--- config.mk ---
export PLATFORM = sky130hd
export DESIGN_NAME = hsc_ctrl
export DESIGN_NICKNAME = d
export VERILOG_FILES = /design/src/rtl/hsc_pkg.sv /design/src/rtl/hsc_ctrl.sv
export SDC_FILE = /design/constraint.sdc
export NUM_CORES = 1
export LEC_CHECK = 0
export ABC_AREA = 0
export BUFFER_PORTS_ARGS = -buffer_cell sky130_fd_sc_hd__buf_2
export CAP_MARGIN = 40
export CORE_ASPECT_RATIO = 2
export CORE_MARGIN = 1.5
export CORE_UTILIZATION = 30
export CTS_CLUSTER_DIAMETER = 150
export DETAILED_ROUTE_END_ITERATION = 10
export PLACE_DENSITY = 0.53
export SYNTH_ARGS = -nofsm -noshare
export SYNTH_HDL_FRONTEND = slang
export SYNTH_SLANG_ARGS = --single-unit
--- constraint.sdc ---
create_clock -name clk -period 3.55 [get_ports clk]
set_input_delay 0.5325 -clock clk [delete_from_list [all_inputs] [get_ports clk]]
set_output_delay 0.5325 -clock clk [all_outputs]
set_load 0.1 [all_outputs]
--- src/rtl/hsc_pkg.sv ---
// ---------------------------------------------------------------------------
// Committee selection package
// Item types, command and status groups, constants and the round table.
// ---------------------------------------------------------------------------
package hsc_pkg;

  typedef struct packed {
    logic [63:0] key_w0;
    logic [63:0] key_w1;
    logic [63:0] key_w2;
    logic [63:0] key_w3;
    logic        last_key;
  } in_item_t;

  typedef struct packed {
    logic [63:0] member_w0;
    logic [63:0] member_w1;
    logic [63:0] member_w2;
    logic [63:0] member_w3;
    logic [5:0]  rank;
    logic        last_member;
    logic        overflowed;
  } out_item_t;

  localparam int CFG_IDX_W = 3;
  localparam logic [CFG_IDX_W-1:0] CFG_PREV0  = 3'd0;
  localparam logic [CFG_IDX_W-1:0] CFG_PREV1  = 3'd1;
  localparam logic [CFG_IDX_W-1:0] CFG_PREV2  = 3'd2;
  localparam logic [CFG_IDX_W-1:0] CFG_PREV3  = 3'd3;
  localparam logic [CFG_IDX_W-1:0] CFG_HEIGHT = 3'd4;
  localparam logic [CFG_IDX_W-1:0] CFG_MAXC   = 3'd5;

  localparam logic [119:0] SEED_TAG = 120'h53432d434f4d4d49545445452d5630;
  localparam logic [255:0] SHA_IV = {32'h6a09e667, 32'hbb67ae85, 32'h3c6ef372,
                                     32'ha54ff53a, 32'h510e527f, 32'h9b05688c,
                                     32'h1f83d9ab, 32'h5be0cd19};

  typedef enum logic [1:0] {
    BLK_SEED,
    BLK_SCORE1,
    BLK_SCORE2,
    BLK_DIGEST
  } blk_sel_t;

  typedef struct packed {
    logic       capture;
    logic       hash_start;
    logic       use_iv;
    blk_sel_t   blk_sel;
    logic       seed_load;
    logic       store;
    logic       scan_clear;
    logic       scan_rd;
    logic       emit;
    logic       clear_marks;
    logic [6:0] addr;
    logic [5:0] rank;
    logic       last_member;
    logic       ovf;
  } cmd_t;

  typedef struct packed {
    logic       hash_done;
    logic       out_busy;
    logic [6:0] size_cap;
  } sts_t;

  function automatic logic [31:0] sha_k(input logic [5:0] idx);
    logic [31:0] k;
    case (idx)
      6'd0:  k = 32'h428a2f98; 6'd1:  k = 32'h71374491; 6'd2:  k = 32'hb5c0fbcf;
      6'd3:  k = 32'he9b5dba5; 6'd4:  k = 32'h3956c25b; 6'd5:  k = 32'h59f111f1;
      6'd6:  k = 32'h923f82a4; 6'd7:  k = 32'hab1c5ed5; 6'd8:  k = 32'hd807aa98;
      6'd9:  k = 32'h12835b01; 6'd10: k = 32'h243185be; 6'd11: k = 32'h550c7dc3;
      6'd12: k = 32'h72be5d74; 6'd13: k = 32'h80deb1fe; 6'd14: k = 32'h9bdc06a7;
      6'd15: k = 32'hc19bf174; 6'd16: k = 32'he49b69c1; 6'd17: k = 32'hefbe4786;
      6'd18: k = 32'h0fc19dc6; 6'd19: k = 32'h240ca1cc; 6'd20: k = 32'h2de92c6f;
      6'd21: k = 32'h4a7484aa; 6'd22: k = 32'h5cb0a9dc; 6'd23: k = 32'h76f988da;
      6'd24: k = 32'h983e5152; 6'd25: k = 32'ha831c66d; 6'd26: k = 32'hb00327c8;
      6'd27: k = 32'hbf597fc7; 6'd28: k = 32'hc6e00bf3; 6'd29: k = 32'hd5a79147;
      6'd30: k = 32'h06ca6351; 6'd31: k = 32'h14292967; 6'd32: k = 32'h27b70a85;
      6'd33: k = 32'h2e1b2138; 6'd34: k = 32'h4d2c6dfc; 6'd35: k = 32'h53380d13;
      6'd36: k = 32'h650a7354; 6'd37: k = 32'h766a0abb; 6'd38: k = 32'h81c2c92e;
      6'd39: k = 32'h92722c85; 6'd40: k = 32'ha2bfe8a1; 6'd41: k = 32'ha81a664b;
      6'd42: k = 32'hc24b8b70; 6'd43: k = 32'hc76c51a3; 6'd44: k = 32'hd192e819;
      6'd45: k = 32'hd6990624; 6'd46: k = 32'hf40e3585; 6'd47: k = 32'h106aa070;
      6'd48: k = 32'h19a4c116; 6'd49: k = 32'h1e376c08; 6'd50: k = 32'h2748774c;
      6'd51: k = 32'h34b0bcb5; 6'd52: k = 32'h391c0cb3; 6'd53: k = 32'h4ed8aa4a;
      6'd54: k = 32'h5b9cca4f; 6'd55: k = 32'h682e6ff3; 6'd56: k = 32'h748f82ee;
      6'd57: k = 32'h78a5636f; 6'd58: k = 32'h84c87814; 6'd59: k = 32'h8cc70208;
      6'd60: k = 32'h90befffa; 6'd61: k = 32'ha4506ceb; 6'd62: k = 32'hbef9a3f7;
      default: k = 32'hc67178f2;
    endcase
    return k;
  endfunction

endpackage

--- src/rtl/hsc_ctrl.sv ---
// ---------------------------------------------------------------------------
// Committee selection controller
// Sequences the hash passes per key, then the selection scans and emission.
// ---------------------------------------------------------------------------
module hsc_ctrl #(
  parameter int MAX_VALIDATORS = 64
) (
  input  logic          clk,
  input  logic          rst_n,
  input  logic          in_valid,
  input  logic          in_last,
  output logic          in_ready,
  input  hsc_pkg::sts_t sts,
  output hsc_pkg::cmd_t cmd
);
  import hsc_pkg::*;

  localparam int CNT_W = $clog2(MAX_VALIDATORS + 1);

  typedef enum logic [2:0] {
    ST_IDLE, ST_HSTART, ST_HWAIT, ST_SETUP, ST_SCAN, ST_DRAIN, ST_EMIT, ST_OWAIT
  } state_t;

  typedef enum logic [2:0] {
    PH_SEED1, PH_SEED2, PH_SC1, PH_SC2, PH_SC3
  } phase_t;

  state_t           state_r, state_nxt;
  phase_t           phase_r, phase_nxt;
  logic [CNT_W-1:0] count_r, count_nxt;
  logic [CNT_W-1:0] scan_r, scan_nxt;
  logic [6:0]       rank_r, rank_nxt;
  logic             ovf_r, ovf_nxt;
  logic             last_r, last_nxt;
  logic [6:0]       cnt7;
  logic [6:0]       size;

  assign cnt7 = 7'(count_r);
  assign size = (sts.size_cap < cnt7) ? sts.size_cap : cnt7;

  always_comb begin
    state_nxt = state_r;
    phase_nxt = phase_r;
    count_nxt = count_r;
    scan_nxt  = scan_r;
    rank_nxt  = rank_r;
    ovf_nxt   = ovf_r;
    last_nxt  = last_r;
    cmd       = '0;
    cmd.blk_sel     = BLK_SEED;
    cmd.addr        = 7'(count_r);
    cmd.rank        = rank_r[5:0];
    cmd.last_member = (rank_r + 7'd1) == size;
    cmd.ovf         = ovf_r;
    in_ready  = (state_r == ST_IDLE);
    case (state_r)
      ST_IDLE: begin
        if (in_valid) begin
          cmd.capture = 1'b1;
          last_nxt    = in_last;
          if (count_r == CNT_W'(MAX_VALIDATORS)) begin
            ovf_nxt = 1'b1;
            if (in_last) begin
              state_nxt = ST_SETUP;
            end
          end else begin
            phase_nxt = (count_r == '0) ? PH_SEED1 : PH_SC1;
            state_nxt = ST_HSTART;
          end
        end
      end
      ST_HSTART: begin
        cmd.hash_start = 1'b1;
        case (phase_r)
          PH_SEED1: begin cmd.blk_sel = BLK_SEED;   cmd.use_iv = 1'b1; end
          PH_SEED2: begin cmd.blk_sel = BLK_DIGEST; cmd.use_iv = 1'b1; end
          PH_SC1:   begin cmd.blk_sel = BLK_SCORE1; cmd.use_iv = 1'b1; end
          PH_SC2:   begin cmd.blk_sel = BLK_SCORE2; cmd.use_iv = 1'b0; end
          default:  begin cmd.blk_sel = BLK_DIGEST; cmd.use_iv = 1'b1; end
        endcase
        state_nxt = ST_HWAIT;
      end
      ST_HWAIT: begin
        if (sts.hash_done) begin
          state_nxt = ST_HSTART;
          case (phase_r)
            PH_SEED1: phase_nxt = PH_SEED2;
            PH_SEED2: begin
              cmd.seed_load = 1'b1;
              phase_nxt     = PH_SC1;
            end
            PH_SC1:   phase_nxt = PH_SC2;
            PH_SC2:   phase_nxt = PH_SC3;
            default: begin
              cmd.store = 1'b1;
              count_nxt = count_r + CNT_W'(1);
              state_nxt = last_r ? ST_SETUP : ST_IDLE;
            end
          endcase
        end
      end
      ST_SETUP: begin
        if (rank_r == size) begin
          cmd.clear_marks = 1'b1;
          count_nxt = '0;
          ovf_nxt   = 1'b0;
          rank_nxt  = '0;
          state_nxt = ST_IDLE;
        end else begin
          cmd.scan_clear = 1'b1;
          scan_nxt  = '0;
          state_nxt = ST_SCAN;
        end
      end
      ST_SCAN: begin
        cmd.scan_rd = 1'b1;
        cmd.addr    = 7'(scan_r);
        scan_nxt    = scan_r + CNT_W'(1);
        if ((scan_r + CNT_W'(1)) == count_r) begin
          state_nxt = ST_DRAIN;
        end
      end
      ST_DRAIN: begin
        state_nxt = ST_EMIT;
      end
      ST_EMIT: begin
        cmd.emit  = 1'b1;
        rank_nxt  = rank_r + 7'd1;
        state_nxt = ST_OWAIT;
      end
      ST_OWAIT: begin
        if (!sts.out_busy) begin
          state_nxt = ST_SETUP;
        end
      end
      default: begin
        state_nxt = ST_IDLE;
      end
    endcase
  end

  always_ff @(posedge clk) begin
    if (!rst_n) begin
      state_r <= ST_IDLE;
      phase_r <= PH_SEED1;
      count_r <= '0;
      scan_r  <= '0;
      rank_r  <= '0;
      ovf_r   <= 1'b0;
      last_r  <= 1'b0;
    end else begin
      state_r <= state_nxt;
      phase_r <= phase_nxt;
      count_r <= count_nxt;
      scan_r  <= scan_nxt;
      rank_r  <= rank_nxt;
      ovf_r   <= ovf_nxt;
      last_r  <= last_nxt;
    end
  end

endmodule

; Word level (Yosys, flattened, before mapping)
; Index checks and enable logic that the tools add are counted.
[op_classes]
add_sub_neg = 3
n_lt_le_gt_ge = 1
mux = 43
reduce_logical = 16
eq_ne = 25
[ops]
columns = operator, count
row1 = two-way mux 7 bit, 6
row2 = case mux 7 bit (2 select lines), 3
row3 = two-way mux 3 bit, 10
row4 = case mux 3 bit (8 select lines), 1
row5 = "adder 7 x 1 -> 7 bit, second input constant", 3
row6 = equality test 7 bit, 3
row7 = "!= test 2 bit, second input constant", 8
row8 = two-way mux 1 bit, 13
row9 = "equality test 3 x 2 -> 1 bit, second input constant", 4
row10 = "equality test 3 bit, second input constant", 4
row11 = case mux 3 bit (4 select lines), 1
row12 = two-way mux 2 bit, 5
row13 = AND reduction 5 bit, 2
row14 = nonzero test 2 bit, 5
row15 = case mux 3 bit (3 select lines), 1
row16 = AND reduction 4 bit, 2
row17 = "equality test 7 bit, second input constant", 1
row18 = logical NOT 7 bit, 1
row19 = less-than comparator 7 bit, 1
row20 = "equality test 3 x 1 -> 1 bit, second input constant", 2
row21 = logical NOT 3 bit, 2
row22 = case mux 3 bit (2 select lines), 1
row23 = AND reduction 2 bit, 3
row24 = "!= test 5 x 1 -> 1 bit, second input constant", 1
row25 = other kinds (5), 5
[word_totals]
wordCells = 95
out_inout_bits = 27
register_bits = 29

; Longest topological paths before layout
; Gate-level depths: netlist of the first run.
[depth]
word_depth = 5
depth_mapped = 12
ltp_nobuf = 10

; Worst setup path after synthesis of the first run
; OpenSTA, ideal clock, no wires.
[synth_path]
path_type = register to output
start = reg state_r[1]
end = out cmd[23] (netlist name)
slack_ps = -2170
required_ps = 3017
arrival_ps = 5188
stages_incl_launch_ff = 5
path_cell_list = dfxtp_1 clkbuf_1 clkbuf_1 nor3_1 a21boi_0
[synth_lines]
columns = element, line
row1 = "start, declared", hsc_ctrl.sv:28  ; state_t state_r, state_nxt;
row2 = "start signal, assigned", hsc_ctrl.sv:152  ; state_r <= state_nxt;
row3 = "end, declared", hsc_ctrl.sv:14  ; output hsc_pkg::cmd_t cmd

==> results.json, run 1 <==
{
  "htree_levels": 2,
  "setup_tns_ns": 0,
  "synth_cell_types": 55,
  "fp-row-count": 45,
  "cts_buffers": 5,
  "nets": 370,
  "synthCells": 317,
  "layout_min_cycle_time_ns": 3.36,
  "core_um2": 7600,
  "dr.pass1.iters": 4,
  "ys_seq_area_share_pct": 24.5,
  "root_buffer": "clkbuf_16",
  "antenna_found_initial": 0,
  "synth_top_area_share_pct": 24.5,
  "arrival_ns": 2.82,
  "numPortBuffers": 39,
  "wl_met1_mm": 2.46,
  "io_pins": 40,
  "synth_edf_count": 0,
  "path_class": "flop to output port",
  "dpl.hpwl_mm": 4.98,
  "setup_violations": 0,
  "grt_start_max_net_pins": 27,
  "initial_core_util_pct": 31.1,
  "maxCapViolations": 0,
  "worst_pin_slew_ns": 0.599,
  "holdCritPathClass": "flop to flop",
  "routabilityCongestion": 0.906,
  "via_count": 2253,
  "overflow": 0,
  "fin_skew_ns": 0.00715,
  "worstSkewPairLatency_ns": 0.27,
  "dr_wl_met2_mm": 3.57,
  "crit_fanout": 6,
  "n_antenna_cell": 0,
  "cts_buffer_depth": 2,
  "ys_top_cells_by_area": "dfxtp_1, nand2_1, ha_1",
  "grt_pass1_wl_mm": 10.4,
  "hold_viol_final": 0,
  "cts.reportedPaths.clkPinSlew_ns": 0.05,
  "wire_per_inst_um": 14.4,
  "rsz0062_at_grt": "false",
  "dr.max_layer_used": "met4",
  "worstSetupStartpointType": "flop",
  "synth_fp_nets": 340,
  "fillerInstances": 826,
  "grt_usage_pct": 15.8,
  "wirelength_mm": 6.34,
  "netlist_area_um2": 2370,
  "relSlewSlack_pct": 60.0,
  "power-per-cell-area_nw_per_um2": 463,
  "leakagePower_nw": 1.20,
  "yosysTopAreaCell": "dfxtp_1",
  "finalCritPeriodShare_pct": 94.5,
  "synth-seq-cells": 29,
  "crit_required_ns": 3.02,
  "grt_pass1_vias": 2191,
  "finalCoreUtilization_pct": 37.1,
  "area_delta_synth_final_pct": 19.2,
  "vdd_drop_max_uv": 215,
  "wl_met3_um": 130,
  "cts_tree": "built",
  "slew_viol_final": 0,
  "drtIter0Drc": 72,
  "whs_ns": 0.471,
  "antenna_left": 0,
  "drc": 0,
  "vias_per_cell": 5.10,
  "ys_async_sr_fraction_pct": 0,
  "syn_avg_cell_area_um2": 7.46,
  "fmax_mhz": 298,
  "die_h_um": 129,
  "drive_above_1_share_pct": 22.4,
  "dieArea_um2": 8460,
  "chipWidth_um": 65.8,
  "yosys_most_used_dff": "dfxtp_1",
  "end_kind": "output port",
  "cts.sinks": 29,
  "ys_warn_count": 0,
  "status": "completed"
}
layout make-up:
cell class	count	area, µm²	share of cell area, %
Timing Repair Buffer	48	293	10.4
Tap cell	94	118	4.17
Clock inverter	2	10.0	0.355
Inverter	17	63.8	2.26
Multi-Input combinational cell	246	1630	57.6
Sequential cell	29	582	20.6
Clock buffer	6	129	4.57
registers in the layout (all words and copies together), names as in the netlist:
signal	count
cnt7	7
scan_r	7
last_r	1
rank_r	7
ovf_r	1
state_r	3
phase_r	3
worst paths after layout:
kind / startpoint / end / slack (ns) / cells after the start
setup / recovery: cnt7[1]$_SDFFE_PN0P_ / cmd[1] / 0.19 / 11
hold reg to reg: ovf_r$_SDFFE_PN0P_ / ovf_r$_SDFFE_PN0P_ / 0.47 / 2
hold / removal: ovf_r$_SDFFE_PN0P_ / ovf_r$_SDFFE_PN0P_ / 0.47 / 2
setup reg to reg: cnt7[1]$_SDFFE_PN0P_ / cnt7[6]$_SDFFE_PN0P_ / 0.89 / 11
kinds of logic (layout without fill, tap and decap cells):
family / Yosys count / count (layout) / synth area share (%)
buf+inv: 43 / 73 / 8.30
fa+ha+maj: 10 / 10 / 5.29
simple gates: 127 / 127 / 27.3
mux: 6 / 6 / 2.54
compound gates: 74 / 75 / 21.7
xor+xnor: 28 / 28 / 10.4
flops: 29 / 29 / 24.5
what timing repair did:
action                                  CTS  global route
setup buffers                             0             3
resized for setup                         0             5
hold buffers                              0             0
endpoints found under the hold margin     0             0
endpoints found under the setup margin    0             2
cells in the mapped netlist, types with 2 or more instances:
library cell,count
a211oi_2,2
a21boi_0,4
a21oi_1,17
a31oi_1,6
and2_1,6
and3_1,9
buf_1,3
buf_2,4
buf_4,8
clkbuf_1,11
dfxtp_1,29
ha_1,10
inv_1,17
mux2i_1,6
nand2_1,41
nand2b_1,3
nand3_1,11
nand3b_1,3
nand4_1,2
nor2_1,29
nor2b_1,4
nor3_1,8
o21a_1,6
o21ai_0,17
o22ai_1,4
o31ai_1,2
xnor2_1,14
xor2_1,14
placed cells by master, fill, tap and decap left out, types with 7 or more instances in the layout:
master	instances
buf_2	37
o21ai_0	10
and3_1	9
xnor2_1	14
a21oi_1	17
nand2_1	41
o21ai_1	7
nand3_1	11
buf_4	9
nor2_1	28
dfxtp_1	28
ha_1	10
xor2_1	14
inv_1	16
stage by stage:
step / worst slack, ns / std cells / area [µm²] / power [mW]
finish: 0.194 / 442 / 2820 / 1.31
global route: 0.00516 / 442 / 2820 / 1.37
CTS: 0.0400 / 438 / 2780 / 1.31
detailed placement: 0.208 / 430 / 2640 / 0.904
global placement: 0.249 / 430 / 2640 / 0.902
floorplan: -0.0920 / 317 / 2380 / 0.816
critical path: stages (launching register included):
cell      delay (ns)
dfxtp_2         0.39
inv_1           0.13
ha_1            0.29
nand2_1         0.05
o21ai_2         0.24
a21oi_4         0.14
buf_4           0.16
o311ai_0        0.32
o21ai_0         0.15
nor3_1          0.28
o21a_1          0.22
buf_12          0.18
metal layers:
layer / GRT usage (%) / vias up
li1: - / 1157
met1: 16.2 / 1041
met2: 30.4 / 41
met3: 2.53 / 14
met4: 6.37 / 0
met5: 0 / -
where the power goes:
| part | switching, mW | leakage (nW) | internal (mW) | total [mW] |
|---|---|---|---|---|
| logic | 0.379 | 0.891 | 0.127 | 0.506 |
| clock network | 0.147 | 0.0706 | 0.257 | 0.404 |
| registers | 0.0500 | 0.235 | 0.346 | 0.396 |
| total | 0.576 | 1.20 | 0.729 | 1.31 |
No activity file was read; power rests on OpenSTA's default activity.
==> inputs of run 2 (changes only) <==
==> config.mk (replaced) <==
export PLATFORM = sky130hd
export DESIGN_NAME = hsc_ctrl
export DESIGN_NICKNAME = d
export VERILOG_FILES = /design/src/rtl/hsc_pkg.sv /design/src/rtl/hsc_ctrl.sv
export SDC_FILE = /design/constraint.sdc
export NUM_CORES = 1
export LEC_CHECK = 0
export ABC_AREA = 0
export CORE_ASPECT_RATIO = 2
export CORE_MARGIN = 1.5
export CORE_UTILIZATION = 60
export CTS_CLUSTER_DIAMETER = 150
export DETAILED_ROUTE_END_ITERATION = 10
export DONT_BUFFER_PORTS = 1
export PLACE_DENSITY = 0.81
export SYNTH_ARGS = -nofsm -noshare
export SYNTH_HDL_FRONTEND = slang
export SYNTH_SLANG_ARGS = --single-unit
==> results.json, run 2 (synthesis gave the netlist of run 1 again) <==
{
  "grt.busiest_layer": "met2",
  "power-per-cell-area_nw_per_um2": 452,
  "dr.pass1.iters": 4,
  "cts.sinks": 29,
  "fmax_mhz": 294,
  "worst_pin_slew_ns": 1.14,
  "io_pins": 40,
  "seqCellArea_um2": 582,
  "numPortBuffers": 0,
  "area_delta_synth_final_pct": 11.8,
  "intPower_mw": 0.642,
  "final_cell_mix": "nand2_1, nor2_1, dfxtp_1, buf_4",
  "via_count": 2287,
  "r2r_start": "cnt7[6]$_SDFFE_PN0P_",
  "wirelength_mm": 6.22,
  "grt_usage_pct": 30.7,
  "fillerInstances": 330,
  "grt_use_met3_pct": 6.10,
  "cts.reportedPaths.clkPinSlew_ns": 0.06,
  "setup.worst_path.end": "cmd[1]",
  "worstSetupStartpointType": "flop",
  "vdd_drop_max_uv": 347,
  "worstSkewPairLatency_ns": 0.29,
  "cts_tree": "built",
  "crit_path_start": "cnt7[6]$_SDFFE_PN0P_",
  "grt_pass1_wl_mm": 9.72,
  "drive_above_1_share_pct": 17.7,
  "dieArea_um2": 4350,
  "final_common_cell": "nand2_1",
  "cts_buffers": 5,
  "place_area_um2": 2530,
  "dpl.hpwl_mm": 4.92,
  "htree_levels": 2,
  "vias_per_cell": 6.13,
  "slew_viol_final": 0,
  "crit_fanout": 10,
  "chipWidth_um": 47.4,
  "root_buffer": "clkbuf_8",
  "maxCapViolations": 0,
  "leakagePower_nw": 1.07,
  "r2r_slack_ns": 0.68,
  "antenna_found_initial": 0,
  "end_kind": "output port",
  "n_antenna_cell": 0,
  "multi_input_area_um2": 1650,
  "clkPwrFrac_pct": 23.6,
  "core_um2": 3800,
  "finalCritPeriodShare_pct": 95.9,
  "antenna_left": 0,
  "setup_violations": 0,
  "status": "completed",
  "drc": 0,
  "grt_pass1_vias": 2190,
  "switchingPower_mw": 0.554,
  "pwr-share-comb_pct": 42.9,
  "fin_skew_ns": 0.00422,
  "fp-row-count": 32,
  "path_class": "flop to output port",
  "worst_r2r_path_depth": 12,
  "routabilityCongestion": 0.994,
  "p_sw_share_pct": 46.3,
  "layout_min_cycle_time_ns": 3.40,
  "final_cell_area_um2": 2650,
  "overflow": 0,
  "grt_start_max_net_pins": 21,
  "nets": 345,
  "hold_viol_final": 0,
  "setup_slack_ns": 0.146,
  "wire_per_inst_um": 16.7,
  "relSlewSlack_pct": 23.7,
  "holdCritPathClass": "primary input to flop",
  "pre_cts_ws_ns": 0.366,
  "rr_endpoint": "scan_r[5]$_SDFFE_PN0P_",
  "drtIter0Drc": 59,
  "globalRouteMet2Util_pct": 55.5,
  "arrival_ns": 2.87,
  "cts_buffer_depth": 2,
  "grt_use_met1_pct": 27.6,
  "seqPwrFrac_pct": 33.5,
  "initial_core_util_pct": 62.2,
  "crit_required_ns": 3.02,
  "die_h_um": 91.8
}
run 2: cell count changes in the layout (fill, tap and decap cells not counted), moves of 2 or more:
cell	change
clkbuf_16	-5
clkinv_2	-2
o21ai_2	+6
clkbuf_8	+6
o21ai_1	-5
buf_2	-37
buf_4	+13
run 2: what timing repair did:
item | CTS | global route
endpoints found under the setup margin | 0 | 2
hold buffers | 0 | 0
resized for setup | 0 | 4
setup buffers | 0 | 3
run 2: final cells by class:
class,instances,share of cell area [%]
Sequential cell,29,22.0
Multi-Input combinational cell,245,62.5
Clock buffer,7,3.26
Tap cell,51,2.41
Inverter,17,2.41
Timing Repair Buffer,24,7.42
run 2: layer usage:
| metal | share of wire (%) | vias up |
|---|---|---|
| li1 | - | 1100 |
| met5 | 0 | - |
| met2 | 56 | 78 |
| met1 | 33 | 1078 |
| met3 | 5.0 | 31 |
| met4 | 5.6 | 0 |
run 2: per-stage QoR:
step	hold WS (ns)	cells	util, %	power [mW]	setup TNS (ns)
final	0.359	373	69.6	1.20	0
after global routing	0.359	373	69.6	1.25	-0.00245
after global placement	0.482	363	66.4	0.904	0
after detailed placement	0.487	363	66.4	0.913	0
after floorplan	0.438	317	-	0.816	-0.0920
after CTS	0.360	370	68.7	1.19	0
run 2: critical path, cell delays in order, from the launching register on:
cell and delay (ns):
dfxtp_1 0.39, inv_1 0.17, ha_1 0.33, a21oi_1 0.14, o21ai_1 0.11, a21oi_4 0.22
buf_4 0.21, nand3_1 0.09, o32ai_1 0.15, o21ai_1 0.13, nor3_2 0.24, o21a_1 0.20
buf_12 0.18
run 2: power groups by stage:
stage | sequential (mW) | combinational, mW | clock (mW)
global placement | 0.405 | 0.499 | 0
detailed placement | 0.406 | 0.507 | 0
finish | 0.400 | 0.513 | 0.282
CTS | 0.399 | 0.509 | 0.282
floorplan | 0.360 | 0.456 | 0
global route | 0.405 | 0.543 | 0.297
run 2: how the worst min path moves through the flow:
stage / slack (ns) / end / from / cells past startpoint
after global placement: 0.48 / cnt7[6]$_SDFFE_PN0P_ / cnt7[6]$_SDFFE_PN0P_ / 1
after CTS: 0.36 / ovf_r$_SDFFE_PN0P_ / rst_n / 2
after global routing: 0.36 / ovf_r$_SDFFE_PN0P_ / rst_n / 2
after detailed placement: 0.49 / cnt7[6]$_SDFFE_PN0P_ / cnt7[6]$_SDFFE_PN0P_ / 1
after floorplan: 0.44 / ovf_r$_SDFFE_PN0P_ / ovf_r$_SDFFE_PN0P_ / 2
final: 0.36 / ovf_r$_SDFFE_PN0P_ / rst_n / 2
